===== src/sv/mcte_pkg.sv =====
`timescale 1ns / 1ps

package mcte_pkg;

  typedef logic [7:0] signs_t;
  typedef logic [3:0] edge_t;
  typedef logic [2:0] face_t;
  typedef logic [2:0] corner_t;
  typedef logic [1:0] poly_t;

  localparam int NumEdges = 12;
  localparam int NumFaces = 6;

  // edge code past the last edge; marks the end of the scan and a missing successor
  localparam edge_t NO_EDGE    = 4'd12;
  localparam face_t FACE_COUNT = 3'd6;

  // corners: 0 LBN, 1 LBF, 2 LTN, 3 LTF, 4 RBN, 5 RBF, 6 RTN, 7 RTF
  // faces:   0 L, 1 R, 2 B, 3 T, 4 N, 5 F
  localparam corner_t EDGE_CA [NumEdges] = '{
    3'd0, 3'd2, 3'd0, 3'd1, 3'd4, 3'd6, 3'd4, 3'd5, 3'd0, 3'd1, 3'd2, 3'd3
  };
  localparam corner_t EDGE_CB [NumEdges] = '{
    3'd1, 3'd3, 3'd2, 3'd3, 3'd5, 3'd7, 3'd6, 3'd7, 3'd4, 3'd5, 3'd6, 3'd7
  };
  localparam face_t EDGE_LFACE [NumEdges] = '{
    3'd2, 3'd0, 3'd0, 3'd5, 3'd1, 3'd3, 3'd4, 3'd1, 3'd4, 3'd2, 3'd3, 3'd5
  };
  localparam face_t EDGE_RFACE [NumEdges] = '{
    3'd0, 3'd3, 3'd4, 3'd0, 3'd2, 3'd1, 3'd1, 3'd5, 3'd2, 3'd5, 3'd4, 3'd3
  };

  // clockwise successor of an edge on each face
  localparam edge_t EDGE_CW [NumEdges][NumFaces] = '{
    '{4'd3,  4'd12, 4'd8,  4'd12, 4'd12, 4'd12},
    '{4'd2,  4'd12, 4'd12, 4'd11, 4'd12, 4'd12},
    '{4'd0,  4'd12, 4'd12, 4'd12, 4'd10, 4'd12},
    '{4'd1,  4'd12, 4'd12, 4'd12, 4'd12, 4'd9 },
    '{4'd12, 4'd6,  4'd9,  4'd12, 4'd12, 4'd12},
    '{4'd12, 4'd7,  4'd12, 4'd10, 4'd12, 4'd12},
    '{4'd12, 4'd5,  4'd12, 4'd12, 4'd8,  4'd12},
    '{4'd12, 4'd4,  4'd12, 4'd12, 4'd12, 4'd11},
    '{4'd12, 4'd12, 4'd4,  4'd12, 4'd2,  4'd12},
    '{4'd12, 4'd12, 4'd0,  4'd12, 4'd12, 4'd7 },
    '{4'd12, 4'd12, 4'd12, 4'd1,  4'd6,  4'd12},
    '{4'd12, 4'd12, 4'd12, 4'd5,  4'd12, 4'd3 }
  };

  typedef struct packed {
    logic load;        // capture a new cube
    logic scan_adv;    // move the start pointer to the next edge
    logic walk_begin;  // open a polygon at the start edge
    logic walk_step;   // advance the walk by one edge
    logic flush;       // release the held triangle as the last one
  } cmd_t;

  typedef struct packed {
    logic start_done;  // start pointer ran past the last edge
    logic start_hit;   // start edge is crossed and not yet used
    logic tri_new;     // the next walk step completes a triangle
    logic closing;     // the next walk step returns to the start edge
    logic pend_valid;  // a triangle is held back
    logic out_free;    // output register can take a triangle this cycle
  } stat_t;

  function automatic logic edge_crossed(signs_t signs, edge_t e);
    logic crossed;
    crossed = 1'b0;
    if (e < NO_EDGE) begin
      crossed = signs[EDGE_CA[e]] ^ signs[EDGE_CB[e]];
    end
    return crossed;
  endfunction

  function automatic edge_t cw_next(edge_t e, face_t f);
    edge_t nx;
    nx = NO_EDGE;
    if (e < NO_EDGE && f < FACE_COUNT) begin
      nx = EDGE_CW[e][f];
    end
    return nx;
  endfunction

endpackage


===== src/sv/mcte_ctrl.sv =====
`timescale 1ns / 1ps

module mcte_ctrl (
  input  logic            clk,
  input  logic            rst,
  input  logic            in_valid,
  output logic            in_stall,
  input  mcte_pkg::stat_t stat,
  output mcte_pkg::cmd_t  cmd
);

  typedef enum logic [1:0] {
    IDLE,
    SCAN,
    WALK,
    FLUSH
  } state_t;

  state_t state;
  state_t state_next;

  assign in_stall = (state != IDLE);

  always_comb begin
    cmd        = '0;
    state_next = state;
    unique case (state)
      IDLE: begin
        if (in_valid) begin
          cmd.load   = 1'b1;
          state_next = SCAN;
        end
      end
      SCAN: begin
        priority if (stat.start_done) begin
          state_next = FLUSH;
        end else if (stat.start_hit) begin
          cmd.walk_begin = 1'b1;
          state_next     = WALK;
        end else begin
          cmd.scan_adv = 1'b1;
        end
      end
      WALK: begin
        // a second triangle while one is held needs room in the output register
        if (!(stat.tri_new && stat.pend_valid && !stat.out_free)) begin
          cmd.walk_step = 1'b1;
          if (stat.closing) begin
            state_next = SCAN;
          end
        end
      end
      FLUSH: begin
        priority if (!stat.pend_valid) begin
          state_next = IDLE;
        end else if (stat.out_free) begin
          cmd.flush  = 1'b1;
          state_next = IDLE;
        end
      end
      default: state_next = IDLE;
    endcase
  end

  always_ff @(posedge clk) begin
    if (rst) begin
      state <= IDLE;
    end else begin
      state <= state_next;
    end
  end

endmodule


===== src/sv/mcte_dp.sv =====
`timescale 1ns / 1ps

module mcte_dp (
  input  logic              clk,
  input  logic              rst,
  input  mcte_pkg::signs_t  corner_signs,
  input  mcte_pkg::cmd_t    cmd,
  output mcte_pkg::stat_t   stat,
  output logic              out_valid,
  input  logic              out_stall,
  output mcte_pkg::edge_t   edge_newest,
  output mcte_pkg::edge_t   edge_previous,
  output mcte_pkg::edge_t   edge_anchor,
  output mcte_pkg::poly_t   polygon_number,
  output logic              last_triangle
);

  mcte_pkg::signs_t signs;
  logic [11:0]      used;
  mcte_pkg::edge_t  start;
  mcte_pkg::edge_t  cur;
  mcte_pkg::face_t  face;
  mcte_pkg::edge_t  v0;
  mcte_pkg::edge_t  vprev;
  logic [3:0]       nv;
  mcte_pkg::poly_t  poly;

  // one triangle is held back until the next one or the end shows whether it is last
  logic             pend_valid;
  mcte_pkg::edge_t  pend_newest;
  mcte_pkg::edge_t  pend_previous;
  mcte_pkg::edge_t  pend_anchor;
  mcte_pkg::poly_t  pend_poly;

  mcte_pkg::edge_t  nx;
  logic             nx_crossed;
  logic             tri_new;
  logic             out_free;
  logic             out_load;
  logic             out_valid_next;
  mcte_pkg::face_t  face_begin;
  mcte_pkg::face_t  face_after;

  assign nx         = mcte_pkg::cw_next(cur, face);
  assign nx_crossed = mcte_pkg::edge_crossed(signs, nx);
  assign tri_new    = nx_crossed && (nv >= 4'd2);
  assign out_free   = !out_valid || !out_stall;

  always_comb begin
    face_begin = '0;
    face_after = '0;
    if (start < mcte_pkg::NO_EDGE) begin
      face_begin = signs[mcte_pkg::EDGE_CA[start]] ? mcte_pkg::EDGE_RFACE[start]
                                                   : mcte_pkg::EDGE_LFACE[start];
    end
    if (nx < mcte_pkg::NO_EDGE) begin
      face_after = (mcte_pkg::EDGE_LFACE[nx] == face) ? mcte_pkg::EDGE_RFACE[nx]
                                                      : mcte_pkg::EDGE_LFACE[nx];
    end
  end

  always_comb begin
    stat.start_done = (start >= mcte_pkg::NO_EDGE);
    stat.start_hit  = (start < mcte_pkg::NO_EDGE) && !used[start]
                      && mcte_pkg::edge_crossed(signs, start);
    stat.tri_new    = tri_new;
    stat.closing    = (nx == start);
    stat.pend_valid = pend_valid;
    stat.out_free   = out_free;
  end

  assign out_load = pend_valid && ((cmd.walk_step && tri_new) || cmd.flush);
  assign out_valid_next = out_load ? 1'b1 : (out_valid && out_stall);

  always_ff @(posedge clk) begin
    if (rst) begin
      out_valid  <= 1'b0;
      pend_valid <= 1'b0;
    end else begin
      out_valid <= out_valid_next;
      if (cmd.walk_step && tri_new) begin
        pend_valid <= 1'b1;
      end else if (cmd.flush) begin
        pend_valid <= 1'b0;
      end
    end
  end

  always_ff @(posedge clk) begin
    if (cmd.load) begin
      signs <= corner_signs;
      used  <= '0;
      start <= '0;
      poly  <= '0;
    end
    if (cmd.scan_adv) begin
      start <= start + 4'd1;
    end
    if (cmd.walk_begin) begin
      cur  <= start;
      face <= face_begin;
      nv   <= '0;
    end
    if (cmd.walk_step) begin
      used[nx] <= 1'b1;
      cur      <= nx;
      if (nx_crossed) begin
        nv    <= nv + 4'd1;
        vprev <= nx;
        face  <= face_after;
        if (nv == 4'd0) begin
          v0 <= nx;
        end
      end
      if (tri_new) begin
        pend_newest   <= nx;
        pend_previous <= vprev;
        pend_anchor   <= v0;
        pend_poly     <= poly;
      end
      if (nx == start) begin
        poly  <= poly + 2'd1;
        start <= start + 4'd1;
      end
    end
    if (out_load) begin
      edge_newest    <= pend_newest;
      edge_previous  <= pend_previous;
      edge_anchor    <= pend_anchor;
      polygon_number <= pend_poly;
      last_triangle  <= cmd.flush;
    end
  end

endmodule


===== src/sv/marching_cube_triangle_emitter.sv =====
`timescale 1ns / 1ps

// channel   direction  handshake            payload
// in        input      in_valid / in_stall  corner_signs
// out       output     out_valid/out_stall  edge_newest, edge_previous, edge_anchor,
//                                           polygon_number, last_triangle
//
// one cube at a time: in_stall stays high after a cube is accepted until the controller
// is back in IDLE; every edge step of the face walk goes through one shared step unit,
// one edge a cycle unless a held triangle waits on out_stall
// each triangle is held until the next one or the cube's end, so the last can be flagged
// synchronous active-high rst clears the controller and the valid flags
// out_stall pauses the walk or the final flush only when a held triangle has nowhere to go

module marching_cube_triangle_emitter (
  input  logic                clk,
  input  logic                rst,
  input  logic                in_valid,
  output logic                in_stall,
  input  mcte_pkg::signs_t    corner_signs,
  output logic                out_valid,
  input  logic                out_stall,
  output mcte_pkg::edge_t     edge_newest,
  output mcte_pkg::edge_t     edge_previous,
  output mcte_pkg::edge_t     edge_anchor,
  output mcte_pkg::poly_t     polygon_number,
  output logic                last_triangle
);

  mcte_pkg::cmd_t  cmd;
  mcte_pkg::stat_t stat;

  mcte_ctrl u_ctrl (
    .clk      (clk),
    .rst      (rst),
    .in_valid (in_valid),
    .in_stall (in_stall),
    .stat     (stat),
    .cmd      (cmd)
  );

  mcte_dp u_dp (
    .clk            (clk),
    .rst            (rst),
    .corner_signs   (corner_signs),
    .cmd            (cmd),
    .stat           (stat),
    .out_valid      (out_valid),
    .out_stall      (out_stall),
    .edge_newest    (edge_newest),
    .edge_previous  (edge_previous),
    .edge_anchor    (edge_anchor),
    .polygon_number (polygon_number),
    .last_triangle  (last_triangle)
  );

  // at most one command per cycle
  assert property (@(posedge clk) disable iff (rst)
    $onehot0({cmd.load, cmd.scan_adv, cmd.walk_begin, cmd.walk_step, cmd.flush}))
    else $error("more than one datapath command");

  // a held triangle never overwrites a result still waiting at the output
  assert property (@(posedge clk) disable iff (rst)
    (cmd.walk_step && stat.tri_new && stat.pend_valid) || cmd.flush |-> stat.out_free)
    else $error("output register overwritten");

  // a new cube starts with nothing held back from the previous one
  assert property (@(posedge clk) disable iff (rst)
    in_valid && !in_stall |-> !stat.pend_valid)
    else $error("held triangle left over at cube start");

  // the flagged last triangle leaves the block with no triangle behind it
  assert property (@(posedge clk) disable iff (rst)
    cmd.flush |=> !stat.pend_valid && out_valid && last_triangle)
    else $error("last triangle not presented after flush");

endmodule


===== config.mk =====
export PLATFORM = sky130hd
export DESIGN_NAME = marching_cube_triangle_emitter
export DESIGN_NICKNAME = d
export VERILOG_FILES = /design/src/sv/mcte_pkg.sv /design/src/sv/mcte_ctrl.sv /design/src/sv/mcte_dp.sv /design/src/sv/marching_cube_triangle_emitter.sv
export SDC_FILE = /design/constraint.sdc
export NUM_CORES = 1
export LEC_CHECK = 0
export BUFFER_PORTS_ARGS = -buffer_cell sky130_fd_sc_hd__buf_2
export CORE_MARGIN = 4
export CORE_UTILIZATION = 30
export CTS_CLUSTER_SIZE = 40
export DETAILED_ROUTE_END_ITERATION = 10
export SKIP_LAST_GASP = 1
export SYNTH_ARGS = -nofsm -noshare
export SYNTH_HDL_FRONTEND = slang
export SYNTH_SLANG_ARGS = --single-unit

===== constraint.sdc =====
create_clock -name clk -period 6.31 [get_ports clk]
set_input_delay 0.3155 -clock clk [delete_from_list [all_inputs] [get_ports clk]]
set_output_delay 0.3155 -clock clk [all_outputs]
set_load 0.02 [all_outputs]

==> metrics.txt <==
syn_nets around 430; CP bufs+invs 3; DRC Markers 0; H-tree Lvls 3; final max-slew violation count 0; Seq/Total Area, Yosys 46.7%; Final Setup Violations 0; Longest Clk Path Bufs 2; CTS tree yes; cts hold-fix bufs 0; Clk pwr share 23.4%; Startpoint Class flip-flop; GR Layer Usage met3 ~3.2%; outcome complete, no violations; Mapped Avg Cell Area around 11 um2; clock sink count 78; vias after detailed routing 3,020; critical path cell sequence inv_1 > ha_1 > nor4bb_1 > a311oi_1 > o211a_1 > inv_2 > ha_1 > nor2_1 > o211ai_1 > mux2_2 > o221ai_1 > o2111ai_2 > xor2_4 > and3_1 > buf_4 > nand2_1 > nand2b_1; Die Y around 130 um; Max VDD drop roughly 0.17 mV; full die area ~17,000 um2; Leak between 1.5 and 2 nW; DR WL/cell between 15 and 20 um; nets roughly 450; worst stage delay on the critical path 0.50 ns; pre-CTS setup slack 1.31 ns; CP Data Required Time 6.27 ns; Final min period between 5 and 6 ns; setup TNS 0 ns; WS Path Type flip-flop to flip-flop; Hold Crit Class primary input to flip-flop; utilization after layout roughly a third; placed cell count 581; number of global-route vias before repair around 2,900; Worst Setup End Kind flip-flop; R2R setup slack 1.29 ns; row cnt 43; worst r2r path cells 17; starting density of the core 31.1%; power density over the cells around 490 nW/um2; met1 global-route usage 15.1%; Total Routing Usage GR a little under an eighth; layout cells sized above 1 between 10% and 20%; unique cell type count in the Yosys netlist 69; Core Area 14,100 um2; Layout Skew between 0.008 and 0.009 ns; YS warnings 0; Area growth, synth to finish 13.3%; top_reg_cell synth edfxtp_1; Comb power frac about 46%; placed wire-length estimate 6940 um; CTS resizes 0; Pwr Total 0.00242 W; crit-path most repeated cell ha_1; number of enable flip-flop cells after synthesis between 40 and 50; Worst-Skew Late Latency around 0.34 ns; CP arrival 4.99 ns; CTS Buf Count 9; Antenna Cells 0; Root Buffer clkbuf_16; crit share post-route 79.6%; Achievable Freq 199 MHz; setup ws final approximately 1.3 ns; global route overflow 0; Worst-path clk slew around 0.06 ns; net load switching power between 0.0009 and 0.001 W; Critical Path Stages 17; Least-Margin Pin Slew about 0.80 ns; die width 129 um; # port buffers 28; initial antenna violation count 0; DR iter-0 viols approximately 250; final non-filler cell total ~600; Synth Cell Area roughly 4400 um2; Largest delay share family, worst path compound AO/OA/AOI/OAI gates; ANT nets after route 0; met2 Use GR about a fifth; TritonRoute pass-1 iters 4; worst hold stages 1; Vias per Instance 5.06; grt peak-use layer met2; pin count of the biggest net entering global routing 17; drt total wl approximately 9400 um; Int Pwr about 0.0014 W; GPL Wtd Cong around 0.83; first-pass GRT wire length between 15,000 and 20,000 um; postcts setup bufs 0; # IOs 29; Post-synth ARST share 0%; RSZ-0062 raised after global routing false; flops & latches, synth 78; crit path max fanout 15; CP max stage cell edfxtp_1; relative slew slack 45.8%; Final Hold Fails 0; Post-Syn Instances about 390; number of max-cap violations 0; Switching Fraction 41.0%; Sequential Power Share a little under a third
flip-flops by register name (all words and copies together) (netlist names):
| name | flops |
|---|---|
| u_dp.out_valid | 1 |
| u_dp.edge_newest | 4 |
| u_dp.v0 | 4 |
| u_dp.vprev | 4 |
| u_dp.cur | 4 |
| u_dp.pend_previous | 4 |
| u_dp.pend_anchor | 4 |
| u_dp.pend_newest | 4 |
| u_dp.pend_valid | 1 |
| u_dp.signs | 8 |
| u_dp.face | 3 |
| u_dp.nv | 4 |
| u_dp.edge_anchor | 4 |
| u_dp.edge_previous | 4 |
| u_dp.polygon_number | 2 |
| u_ctrl.state | 2 |
| u_dp.pend_poly | 2 |
| u_dp.start | 4 |
| u_dp.used | 12 |
| u_dp.last_triangle | 1 |
| u_dp.poly | 2 |
final cells by class:
cell class	count	area, um2
clock inverter	7	103
fill	1387	9120
tap	180	225
timing repair buffer	29	148
clock buffer	9	225
inverter	20	77.6
sequential	78	2050
multi-input combinational	274	2140
Yosys cell counts (3+ instances only):
master / count / area share, %
buf_2: 6 / 0.68
nand3b_1: 5 / 0.86
a32o_1: 7 / 1.6
mux4_2: 7 / 3.6
a21o_1: 4 / 0.68
ha_1: 21 / 6.0
inv_1: 14 / 1.2
and3_1: 5 / 0.71
clkbuf_1: 9 / 0.77
o221ai_1: 3 / 0.60
o211a_1: 3 / 0.68
buf_6: 3 / 0.77
dfxtp_1: 29 / 13
a2bb2oi_1: 3 / 0.60
edfxtp_1: 49 / 34
nand2_1: 39 / 3.3
nand2b_1: 10 / 1.4
a31oi_1: 5 / 0.71
a22o_1: 6 / 1.2
o22ai_1: 4 / 0.57
xnor2_1: 16 / 3.2
nand3_1: 9 / 1.0
inv_2: 4 / 0.34
o211ai_1: 5 / 0.86
nor3_1: 3 / 0.34
and2_1: 9 / 1.3
a21oi_1: 10 / 1.1
nor2_1: 21 / 1.8
mux2i_1: 20 / 4.6
a211oi_1: 5 / 0.86
o21ai_0: 15 / 1.7
power by group through the flow:
stage	registers [W]	logic (W)	clock network [W]
floorplan	0.000680	0.000965	0
global placement	0.000751	0.00109	0
detailed placement	0.000755	0.00111	0
CTS	0.000744	0.00111	0.000581
global route	0.000758	0.00123	0.000606
finish	0.000744	0.00111	0.000567
cell families after synthesis:
family                     Yosys count  synth area share (%)
AOI/OAI and AO/OA                   89                  16.1
adders and majority gates           21                  5.98
and+or+nand+nor                    113                  12.9
DFF                                 78                  46.7
muxes                               32                  9.63
buffers and inverters               41                  4.42
xor gates and xnor gates            19                  4.22
cells in the final DEF (no fill, tap or decap), types with 10 or more instances in the layout:
master    instances
a21oi_1          10
buf_2            28
dfxtp_1          29
edfxtp_1         49
ha_1             21
inv_1            14
mux2i_1          20
nand2_1          39
nand2b_1         10
nor2_1           21
o21ai_0          15
xnor2_1          16
stage by stage:
step	instance area, um2	hold slack (ns)
after floorplan	4390	0.385
after global placement	4650	0.401
after detailed placement	4650	0.405
after CTS	4970	0.143
after global routing	4970	0.147
final	4970	0.164
path summary, 6_finish.rpt:
check,start,to
min reg2reg,u_dp.v0[2],u_dp.pend_anchor[2]
max reg2reg,u_dp.cur[1],u_dp.edge_previous[3]
min,corner_signs[5],u_dp.signs[5]
max,u_dp.cur[1],u_dp.edge_previous[3]
layer usage:
metal / vias up / share of wire (%) / wire length, um
li1: 1501 / - / -
met1: 1432 / 45 / 4240
met2: 75 / 47 / 4410
met3: 12 / 5.8 / 544
met4: 0 / 1.6 / 153
met5: - / 0 / 0
No activity file was read; power rests on OpenSTA's default activity.
